$ cat src/rtl/stlt_pkg.sv
// Shared types and command codes for the session table.
package stlt_pkg;

  localparam int CMD_W     = 3;
  localparam int TOKEN_W   = 64;
  localparam int TIME_W    = 32;
  localparam int TIMEOUT_W = 20;
  localparam int SLOT_W    = 4;

  localparam logic [CMD_W-1:0] CMD_CREATE   = 3'd0;
  localparam logic [CMD_W-1:0] CMD_VALIDATE = 3'd1;
  localparam logic [CMD_W-1:0] CMD_DESTROY  = 3'd2;
  localparam logic [CMD_W-1:0] CMD_INIT     = 3'd3;
  localparam logic [CMD_W-1:0] CMD_SHUTDOWN = 3'd4;

  localparam logic [TIMEOUT_W-1:0] TIMEOUT_RESET = 20'd3600;

  typedef struct packed {
    logic [CMD_W-1:0]   command;
    logic [TOKEN_W-1:0] token;
    logic [TIME_W-1:0]  now;
  } stlt_req_t;

  typedef struct packed {
    logic               ok;
    logic [SLOT_W-1:0]  slot;
    logic               evicted;
    logic [TOKEN_W-1:0] issued_token;
  } stlt_rsp_t;

endpackage

$ cat src/rtl/session_table_lru_ttl.sv
// Session table with LRU eviction on create and idle timeout on validate.
//
// Requests enter on in_valid/in_ready with command, token and current time;
// one response per request leaves on out_valid/out_ready. cfg_we writes the
// 20-bit idle timeout (reset value 3600); the user must use it only while
// idle, which the block does not enforce. Create, validate and destroy
// walk the table one entry per cycle through a single read port of the
// token/time memory and one shared age subtractor with its compares. A walk
// issues one registered read per entry, evaluates each entry when its
// read data is back, and ends with a write-back. It ends early at the
// first empty slot (create) or at the first match (validate, destroy).
// in_ready returns the cycle after write-back. Init, shutdown, unknown
// codes and commands to a disabled table skip the walk and go straight
// to write-back.
// in_ready is high only while no request is in flight; a waiting response
// sits in the output register, so the next request is taken meanwhile, and
// the write-back of that one waits until the output register is free.
// Reset empties the table, disables it and restores the timeout. Token and
// time storage is not cleared; per-entry valid bits mark live entries.
module session_table_lru_ttl #(
  parameter int NUM_SESSIONS = 16,
  parameter int TOKEN_BITS   = 64
) (
  input  logic                        clk,
  input  logic                        rst_n,
  input  logic                        in_valid,
  output logic                        in_ready,
  input  stlt_pkg::stlt_req_t         in_data,
  output logic                        out_valid,
  input  logic                        out_ready,
  output stlt_pkg::stlt_rsp_t         out_data,
  input  logic                        cfg_we,
  input  logic [stlt_pkg::TIMEOUT_W-1:0] cfg_wdata
);
  import stlt_pkg::*;

  localparam int IDX_W = (NUM_SESSIONS > 1) ? $clog2(NUM_SESSIONS) : 1;
  localparam logic [IDX_W-1:0] LAST_IDX = IDX_W'(NUM_SESSIONS - 1);

  localparam logic [1:0] S_IDLE = 2'd0;
  localparam logic [1:0] S_SCAN = 2'd1;
  localparam logic [1:0] S_DONE = 2'd2;

  // Token and last-active storage
  logic [TOKEN_BITS-1:0] mem_tok  [NUM_SESSIONS];
  logic [TIME_W-1:0]     mem_time [NUM_SESSIONS];

  logic [1:0]              state_r, state_nxt;
  logic [IDX_W-1:0]        idx_r, idx_nxt;
  logic                    iss_r, iss_nxt;
  logic                    ev_vld_r, ev_vld_nxt;
  logic [IDX_W-1:0]        ev_idx_r, ev_idx_nxt;
  logic                    have_old_r, have_old_nxt;
  logic [IDX_W-1:0]        old_idx_r, old_idx_nxt;
  logic [TIME_W-1:0]       old_age_r, old_age_nxt;
  logic                    ok_r, ok_nxt;
  logic [IDX_W-1:0]        pick_r, pick_nxt;
  logic                    evict_r, evict_nxt;
  logic [NUM_SESSIONS-1:0] valid_r, valid_nxt;
  logic                    enabled_r, enabled_nxt;
  logic [CMD_W-1:0]        cmd_r, cmd_nxt;
  logic [TOKEN_BITS-1:0]   tok_r, tok_nxt;
  logic [TIME_W-1:0]       now_r, now_nxt;
  logic [TIMEOUT_W-1:0]    timeout_r, timeout_nxt;
  logic                    out_valid_r, out_valid_nxt;
  stlt_rsp_t               out_data_r, out_data_nxt;

  logic [TOKEN_BITS-1:0] rd_tok_r;
  logic [TIME_W-1:0]     rd_time_r;

  logic                  in_fire;
  logic                  done_fire;
  logic [TIME_W-1:0]     age;
  logic                  ev_live;
  logic                  tok_eq;
  logic                  older;
  logic [31:0]           slot_ext;

  assign in_ready  = (state_r == S_IDLE);
  assign in_fire   = in_valid && in_ready;
  assign done_fire = (state_r == S_DONE) && (!out_valid_r || out_ready);
  assign out_valid = out_valid_r;
  assign out_data  = out_data_r;

  // Shared age unit and compares for the entry being evaluated
  assign age     = now_r - rd_time_r;
  assign ev_live = valid_r[ev_idx_r];
  assign tok_eq  = (rd_tok_r == tok_r);
  assign older   = !have_old_r || (age > old_age_r);
  assign slot_ext = 32'(pick_r);

  always_comb begin
    state_nxt     = state_r;
    idx_nxt       = idx_r;
    iss_nxt       = iss_r;
    ev_vld_nxt    = 1'b0;
    ev_idx_nxt    = ev_idx_r;
    have_old_nxt  = have_old_r;
    old_idx_nxt   = old_idx_r;
    old_age_nxt   = old_age_r;
    ok_nxt        = ok_r;
    pick_nxt      = pick_r;
    evict_nxt     = evict_r;
    valid_nxt     = valid_r;
    enabled_nxt   = enabled_r;
    cmd_nxt       = cmd_r;
    tok_nxt       = tok_r;
    now_nxt       = now_r;
    timeout_nxt   = cfg_we ? cfg_wdata : timeout_r;
    out_valid_nxt = out_valid_r && !out_ready;
    out_data_nxt  = out_data_r;

    case (state_r)
      S_IDLE: begin
        if (in_fire) begin
          cmd_nxt      = in_data.command;
          tok_nxt      = in_data.token[TOKEN_BITS-1:0];
          now_nxt      = in_data.now;
          idx_nxt      = '0;
          iss_nxt      = 1'b1;
          have_old_nxt = 1'b0;
          old_idx_nxt  = '0;
          old_age_nxt  = '0;
          ok_nxt       = 1'b0;
          pick_nxt     = '0;
          evict_nxt    = 1'b0;
          if ((in_data.command inside {CMD_CREATE, CMD_VALIDATE, CMD_DESTROY})
              && enabled_r) begin
            state_nxt = S_SCAN;
          end else begin
            state_nxt = S_DONE;
            if (in_data.command == CMD_INIT) begin
              valid_nxt   = '0;
              enabled_nxt = 1'b1;
              ok_nxt      = 1'b1;
            end else if (in_data.command == CMD_SHUTDOWN) begin
              valid_nxt   = '0;
              enabled_nxt = 1'b0;
            end
          end
        end
      end

      S_SCAN: begin
        // issue the next read
        if (iss_r) begin
          ev_vld_nxt = 1'b1;
          ev_idx_nxt = idx_r;
          if (idx_r == LAST_IDX) begin
            iss_nxt = 1'b0;
          end else begin
            idx_nxt = idx_r + 1'b1;
          end
        end
        // evaluate the entry read last cycle
        if (ev_vld_r) begin
          case (cmd_r)
            CMD_CREATE: begin
              if (!ev_live) begin
                ok_nxt    = 1'b1;
                pick_nxt  = ev_idx_r;
                state_nxt = S_DONE;
              end else begin
                if (older) begin
                  have_old_nxt = 1'b1;
                  old_idx_nxt  = ev_idx_r;
                  old_age_nxt  = age;
                end
                if (ev_idx_r == LAST_IDX) begin
                  ok_nxt    = 1'b1;
                  evict_nxt = 1'b1;
                  pick_nxt  = older ? ev_idx_r : old_idx_r;
                  state_nxt = S_DONE;
                end
              end
            end
            CMD_VALIDATE: begin
              if (ev_live && (age > TIME_W'(timeout_r))) begin
                valid_nxt[ev_idx_r] = 1'b0;
              end else if (ev_live && tok_eq) begin
                ok_nxt    = 1'b1;
                pick_nxt  = ev_idx_r;
                state_nxt = S_DONE;
              end
              if (ev_idx_r == LAST_IDX) begin
                state_nxt = S_DONE;
              end
            end
            default: begin
              if (ev_live && tok_eq) begin
                ok_nxt    = 1'b1;
                pick_nxt  = ev_idx_r;
                state_nxt = S_DONE;
              end
              if (ev_idx_r == LAST_IDX) begin
                state_nxt = S_DONE;
              end
            end
          endcase
          if (state_nxt == S_DONE) begin
            iss_nxt    = 1'b0;
            ev_vld_nxt = 1'b0;
          end
        end
      end

      S_DONE: begin
        if (done_fire) begin
          state_nxt                 = S_IDLE;
          out_valid_nxt             = 1'b1;
          out_data_nxt.ok           = ok_r;
          out_data_nxt.slot         = ok_r ? slot_ext[SLOT_W-1:0] : '0;
          out_data_nxt.evicted      = evict_r;
          out_data_nxt.issued_token = '0;
          if (ok_r && (cmd_r == CMD_CREATE)) begin
            out_data_nxt.issued_token = TOKEN_W'(tok_r);
            valid_nxt[pick_r]         = 1'b1;
          end else if (ok_r && (cmd_r == CMD_DESTROY)) begin
            valid_nxt[pick_r] = 1'b0;
          end
        end
      end

      default: begin
        state_nxt = S_IDLE;
      end
    endcase
  end

  always_ff @(posedge clk) begin
    if (!rst_n) begin
      state_r     <= S_IDLE;
      iss_r       <= 1'b0;
      ev_vld_r    <= 1'b0;
      have_old_r  <= 1'b0;
      ok_r        <= 1'b0;
      evict_r     <= 1'b0;
      valid_r     <= '0;
      enabled_r   <= 1'b0;
      timeout_r   <= TIMEOUT_RESET;
      out_valid_r <= 1'b0;
    end else begin
      state_r     <= state_nxt;
      iss_r       <= iss_nxt;
      ev_vld_r    <= ev_vld_nxt;
      have_old_r  <= have_old_nxt;
      ok_r        <= ok_nxt;
      evict_r     <= evict_nxt;
      valid_r     <= valid_nxt;
      enabled_r   <= enabled_nxt;
      timeout_r   <= timeout_nxt;
      out_valid_r <= out_valid_nxt;
    end
  end

  always_ff @(posedge clk) begin
    idx_r      <= idx_nxt;
    ev_idx_r   <= ev_idx_nxt;
    old_idx_r  <= old_idx_nxt;
    old_age_r  <= old_age_nxt;
    pick_r     <= pick_nxt;
    cmd_r      <= cmd_nxt;
    tok_r      <= tok_nxt;
    now_r      <= now_nxt;
    out_data_r <= out_data_nxt;
  end

  // Table memory: one registered read per scan cycle while reads are issued, writes at write-back
  always_ff @(posedge clk) begin
    if ((state_r == S_SCAN) && iss_r) begin
      rd_tok_r  <= mem_tok[idx_r];
      rd_time_r <= mem_time[idx_r];
    end
    if (done_fire && ok_r && (cmd_r == CMD_CREATE)) begin
      mem_tok[pick_r]  <= tok_r;
      mem_time[pick_r] <= now_r;
    end else if (done_fire && ok_r && (cmd_r == CMD_VALIDATE)) begin
      mem_time[pick_r] <= now_r;
    end
  end

endmodule

$ cat config.mk
export PLATFORM = sky130hd
export DESIGN_NAME = session_table_lru_ttl
export DESIGN_NICKNAME = d
export VERILOG_FILES = /design/src/rtl/stlt_pkg.sv /design/src/rtl/session_table_lru_ttl.sv
export SDC_FILE = /design/constraint.sdc
export NUM_CORES = 2
export LEC_CHECK = 0
export BUFFER_PORTS_ARGS = -buffer_cell sky130_fd_sc_hd__buf_2
export CORE_MARGIN = 5
export CORE_UTILIZATION = 31
export CTS_CLUSTER_DIAMETER = 30
export DETAILED_ROUTE_END_ITERATION = 6
export SLEW_MARGIN = 30
export SYNTH_ARGS = -nofsm -noshare
export SYNTH_HDL_FRONTEND = slang
export SYNTH_SLANG_ARGS = --single-unit
$ cat constraint.sdc
create_clock -name clk -period 17.7 [get_ports clk]
set_clock_uncertainty 0.2 [all_clocks]
set_input_delay 5.31 -clock clk [delete_from_list [all_inputs] [get_ports clk]]
set_output_delay 5.31 -clock clk [all_outputs]
set_load 0.05 [all_outputs]
---- Word level (Yosys, flattened, before mapping) ----
Memories as Yosys holds them, arrays and structs flattened. A register that Yosys moved wholly into a read port is not among the register bits.
Cells that the tools add are included.
storage, ports and cells
  register bits after elaboration ......... 262
  bits in writable memories ............... 1536
  bits of input ports ..................... 124
  output and inout port bits .............. 72
  logic and storage cells ................. 198
  memories kept ........................... 2
memories
  name      depth  bits a word  read ports  clocked after memory_dff  write ports  line                         source
  mem_tok   16     64           1           1                         1            session_table_lru_ttl.sv:45  logic [TOKEN_BITS-1:0] mem_tok [NUM_SESSIONS];
  mem_time  16     32           1           1                         1            session_table_lru_ttl.sv:46  logic [TIME_W-1:0] mem_time [NUM_SESSIONS];
cells by class
  $add $sub $neg .......................... 2
  $lt $le $gt $ge ......................... 6
  equal/unequal tests ..................... 28
  muxes and demuxes ....................... 92
  bitwise logic cells ..................... 7
  reductions and logical operators ........ 39
operators with widths
  operator                                             count
  two-way mux 32 bit                                   6
  two-way mux 16 bit                                   10
  equality test 64 bit                                 1
  one-hot mux 32 bit (2 select lines)                  1
  two-way mux 4 bit                                    12
  one-hot mux 16 bit (3 select lines)                  1
  two-way mux 1 bit                                    36
  AND 16 bit                                           2
  > comparator 32 x 20 -> 1 bit                        1
  > comparator 32 bit                                  1
  inverter 16 bit                                      2
  one-hot mux 4 bit (2 select lines)                   4
  subtractor 32 bit                                    1
  two-way mux 2 bit                                    12
  inequality test 2 bit, second input constant         10
  OR 16 bit                                            1
  logical AND 1 bit                                    14
  AND reduction 6 bit                                  2
  < comparator 4 x 5 -> 1 bit, second input constant   2
  one-hot mux 1 bit (2 select lines)                   5
  AND reduction 2 bit                                  5
  AND reduction 5 bit                                  2
  equality test 3 x 2 -> 1 bit, second input constant  3
  AND reduction 9 bit                                  1
  25 further kinds                                     39

---- Depth between registers and ports, before layout ----
  depth after elaboration ................. 13
  gate-level depth with buffers ........... 26
  mapped depth without buffers ............ 24

---- Worst setup path before layout ----
OpenSTA, ideal clock, no wires.
  path type ............................... input-to-reg
  from .................................... in out_ready
  to ...................................... mem mem_tok[15][0] (enable)
  library setup time ...................... 487 ps
  data arrival time ....................... 12287 ps
  required time ........................... 17013 ps
  slack ................................... 4726 ps
  stages on the path ...................... 5
  path buffers ............................ 1
  cell sequence ........................... nor2b_1 nor2b_1 nand2_1 clkbuf_1 nor2_1
on the way
  longest elaborated chain between the ends .. 6
RTL lines
  element                                  line                          source
  start, declared                          session_table_lru_ttl.sv:30   input logic out_ready,
  logical OR 1 bit                         session_table_lru_ttl.sv:81   assign done_fire = (state_r == S_DONE) && (!out_valid_r || out_ready);
  logical AND 1 bit                        session_table_lru_ttl.sv:81
  logical AND 1 bit (2 in series)          session_table_lru_ttl.sv:274  if (done_fire && ok_r && (cmd_r == CMD_CREATE)) begin
  two-way mux 1 bit                        session_table_lru_ttl.sv:274
  two-way mux 1 bit (implied by the code)  session_table_lru_ttl.sv:275  mem_tok[pick_r] <= tok_r;
  end, declared                            session_table_lru_ttl.sv:45
Every way passes these cells.

---- Final worst setup path ----
  from .................................... in out_ready
  to ...................................... mem mem_tok[7][40] (enable)
The elaborated chain is that of the path after synthesis.

==> results.txt <==
----------------------------------------------------
[Status]
  Run status ... completed

[Synthesis]
  Count of yosys warnings during synthesis ... 0
  Library cell with the largest summed area after synthesis ... edfxtp_1
  Synth Area per Inst ... 21.0 um2
  Fraction of the yosys area taken by sequential cells ... 75.6%
  Async set or reset register ratio after synthesis ... 0%
  Post-synthesis cell type count ... 75
  Post-synthesis sequential element count ... 1894
  Area fraction of the dominant cell type after synthesis ... 74.4%
  Number of instances in the synthesized netlist ... 3550
  Top cells by area, synth ... edfxtp_1 74%, mux4_2 15%, ha_1 1.5%
  Number of enable-type register cells in the synthesized netlist ... 1849
  Cell area after synthesis ... 74600 um2
  Mapped Nets ... 3763
  Most used DFF post-synth ... edfxtp_1

[Power and ir drop]
  Cell internal power dissipation ... 11.6 mW
  Post-layout total power ... 16.2 mW
  Switching share of power ... 28.3%
  Power per cell area ... 174 nW/um2
  Sequential share of power ... 35.7%
  Leakage power summed over all cells ... 30.7 nW
  Fraction of power consumed by combinational cells ... 21.5%
  Switching pwr ... 4.57 mW
  Part of the total power dissipated in the clock network ... 42.8%
  Maximum ir drop on the vdd rail ... 0.116 mV

[STA]
  Highest achievable clock rate ... 131 MHz
  Final hold violations ... 0
  Final period demand of the worst path ... 7.65 ns
  Setup repair after global routing missed its margin ... false
  Max-slew violations ... 0
  Post-Route Setup TNS ... 0 ns
  Relative max-transition margin ... 27.1%
  Transition time of the tightest slew-check pin ... 1.08 ns
  Final count of negative-setup-slack endpoints ... 0
  Share of the clock period used by the worst path ... 43.2%

[Critical path]
  Most frequent cell on the critical path ... buf_4
  Critical Path Slowest Stage Cell ... nor2_4
  Worst reg2reg setup slack ... 11.47 ns
  Critical path class ... input pin to flip-flop
  Family of cells with the greatest summed delay on the critical path ... simple AND/OR/NAND/NOR gates
  Endpoint kind of the worst setup timing path ... flip-flop
  Data arrival time of the critical path ... 7.96 ns
  CP max stage delay ... 0.81 ns
  Logic depth of the worst register-to-register path ... 24
  Count of cell instances traversed by the critical path ... 7
  Worst-path cell chain ... buf_2, nor2b_1, nor2b_4, nand2_1, buf_4, nor2_4, buf_4
  Required time reported for the critical path endpoint ... 18.01 ns
  Kind of start point of the critical path ... input pin
  CP bufs+invs ... 3
  Critical path fanouts, max ... 40

[Clock tree]
  CTS Sinks ... 1894
  Number of buffers on the longest clock path ... 4
  Clock root buffer ... clkbuf_16
  Clk pin slew, worst setup/hold paths ... 0.05 ns
  Number of buffers inserted during clock tree synthesis ... 385
  TritonCTS clock tree ... yes
  Number of resized instances in the post-cts repair step ... 0
  Post CTS Setup Buffer Count ... 0
  Level count of the clock H-tree ... 5
  Insertion delay to the later sink of the worst-skew pair ... 0.96 ns
  CTS Hold Buffers Added ... 0

[Finish]
  Layout cell share with drive strength beyond 1 ... 33.3%
  Final net count ... 4272
  Relative area change from synthesis to final layout ... 24.7%

[Floorplan]
  Area inside the core boundary ... 240000 um2
  Top-Level Pins ... 196
  Number of placement rows ... 180
  Starting density of the core ... 31.1%
  Die boundary height ... 501 um
  Area of the die ... 251000 um2
  Width of the chip ... 501 um

[Place]
  Final HPWL from detailed placement ... 110000 um
  Placer's final routability congestion estimate ... 0.791
  I/O Buffers ... 195

[Routing]
  DRT antenna net count ... 0
  Vias per Instance ... 4.87
  Routed WL ... 181000 um
  Iteration-0 DRC count of the detailed router ... 3356
  Count of vias placed by the detailed router ... 36800
  Mean routed wirelength per cell ... 23.9 um
  Initial DRT Pass Iterations ... 7
  Remaining routing DRC violations ... 0

[Global routing]
  GR Overflow Total ... 0
  Initial antenna violation count ... 11
  Via count of the first global-routing pass ... 38500
  Maximum number of pins on one net before global-route repair ... 140
  Total global routing track utilization ... 14.3%
  Wire length of the first global-routing pass ... 264000 um

[Hold path]
  Worst Hold Path Cells ... 2
  Worst hold path class ... flip-flop to flip-flop

[Flow run]
  Max-cap violations ... 0

----------------------------------------------------
layout by cell type (no fill, tap or decap), types with 25 or more instances in the layout:
cell type | Yosys | routed
clkinv_4 | 0 | 29
buf_4 | 1 | 70
clkbuf_1 | 124 | 46
clkinvlp_4 | 0 | 40
a21oi_1 | 87 | 87
mux2i_1 | 25 | 25
bufinv_16 | 0 | 40
clkbuf_16 | 0 | 391
nand2_1 | 77 | 77
and2_1 | 35 | 34
ha_1 | 88 | 88
xor2_1 | 42 | 42
edfxtp_1 | 1849 | 1849
mux4_2 | 484 | 484
nand4_1 | 30 | 30
dfxtp_1 | 45 | 44
nor2_1 | 100 | 68
inv_1 | 105 | 104
nand3_1 | 32 | 31
o21ai_0 | 42 | 42
clkinv_1 | 0 | 55
buf_2 | 11 | 195
nor2_4 | 1 | 33
and3_1 | 67 | 67
inv_6 | 0 | 36
clkinv_2 | 0 | 56
xnor2_1 | 52 | 52
per-stage QoR:
step                      hold WS, ns  cell area [um2]  std cells  setup slack [ns]  utilization (%)
final                           0.253            93100       7559             10.05             38.8
after global routing            0.280            93000       7555              9.98             38.8
after CTS                       0.252            92900       7549              9.58             38.7
after detailed placement        0.247            80300       6852              8.61             33.5
after global placement          0.247            79800       6832              8.67             33.2
after floorplan                 0.206            74600       3550              4.73                -
power by group through the flow:
stage	combinational, mW	clock, mW	sequential, mW
final	3.48	6.91	5.76
after global routing	3.77	7.29	5.80
after CTS	3.52	7.05	5.77
after detailed placement	3.50	0	5.85
after global placement	3.45	0	5.83
after floorplan	2.33	0	5.90
final timing paths:
check / from / endpoint
worst min register to register: valid_r[0] / valid_r[0]
worst max register to register: now_r[0] / valid_r[9]
worst min-delay path: valid_r[0] / valid_r[0]
worst max-delay path: out_ready / mem_tok[7][40]
cell families after synthesis:
family / count (synthesis) / synth area share, %
flops: 1894 / 75.6
mux: 511 / 15.0
simple gates: 431 / 3.08
buf+inv: 280 / 1.49
compound gates: 250 / 2.20
xor+xnor: 95 / 1.13
fa+ha+maj: 89 / 1.50
Yosys cell counts (15+ instances only):
cell / instances
clkbuf_1: 124
ha_1: 88
mux2i_1: 25
xor2_1: 42
nand2_1: 77
a21o_1: 24
o21ai_0: 42
buf_1: 35
xnor2_1: 52
inv_1: 105
nand4_1: 30
nor2b_1: 18
a21oi_1: 87
nor2_1: 100
dfxtp_1: 45
and3_1: 67
and2_1: 35
nor4_1: 15
edfxtp_1: 1849
mux4_2: 484
nand3_1: 32
worst min-delay path, stage by stage (launching register included):
cell and delay (ns):
dfxtp_1 0.30, nand2_1 0.05, o21ai_1 0.05
sequential cells by signal, summed over array words and instances, names as in the netlist, 2 cells and up:
| signal | count |
|---|---|
| old_idx_r | 4 |
| rd_tok_r | 64 |
| old_age_r | 32 |
| now_r | 32 |
| mem_time | 512 |
| rd_time_r | 32 |
| mem_tok | 1024 |
| out_data | 70 |
| state_r | 2 |
| ev_idx_r | 4 |
| valid_r | 16 |
| tok_r | 64 |
| cmd_r | 3 |
| timeout_r | 20 |
| idx_r | 4 |
| pick_r | 4 |
per-layer routing:
layer / part of all wire (%) / GRT usage (%)
met1: 45 / 20.2
met2: 46 / 21.8
met3: 6.9 / 3.50
met4: 2.2 / 4.39
met5: 0.0072 / 0
area by class of cell:
class / count / area, um2
multi-input cells: 1376 / 17400
clock inverters: 259 / 2610
well taps: 3185 / 3990
clock buffers: 438 / 9970
inverters: 105 / 399
diodes: 5 / 12.5
repair buffers: 297 / 2280
flip-flops and latches: 1894 / 56400
fillers: 21400 / 147000
No activity file was read; power rests on OpenSTA's default activity.
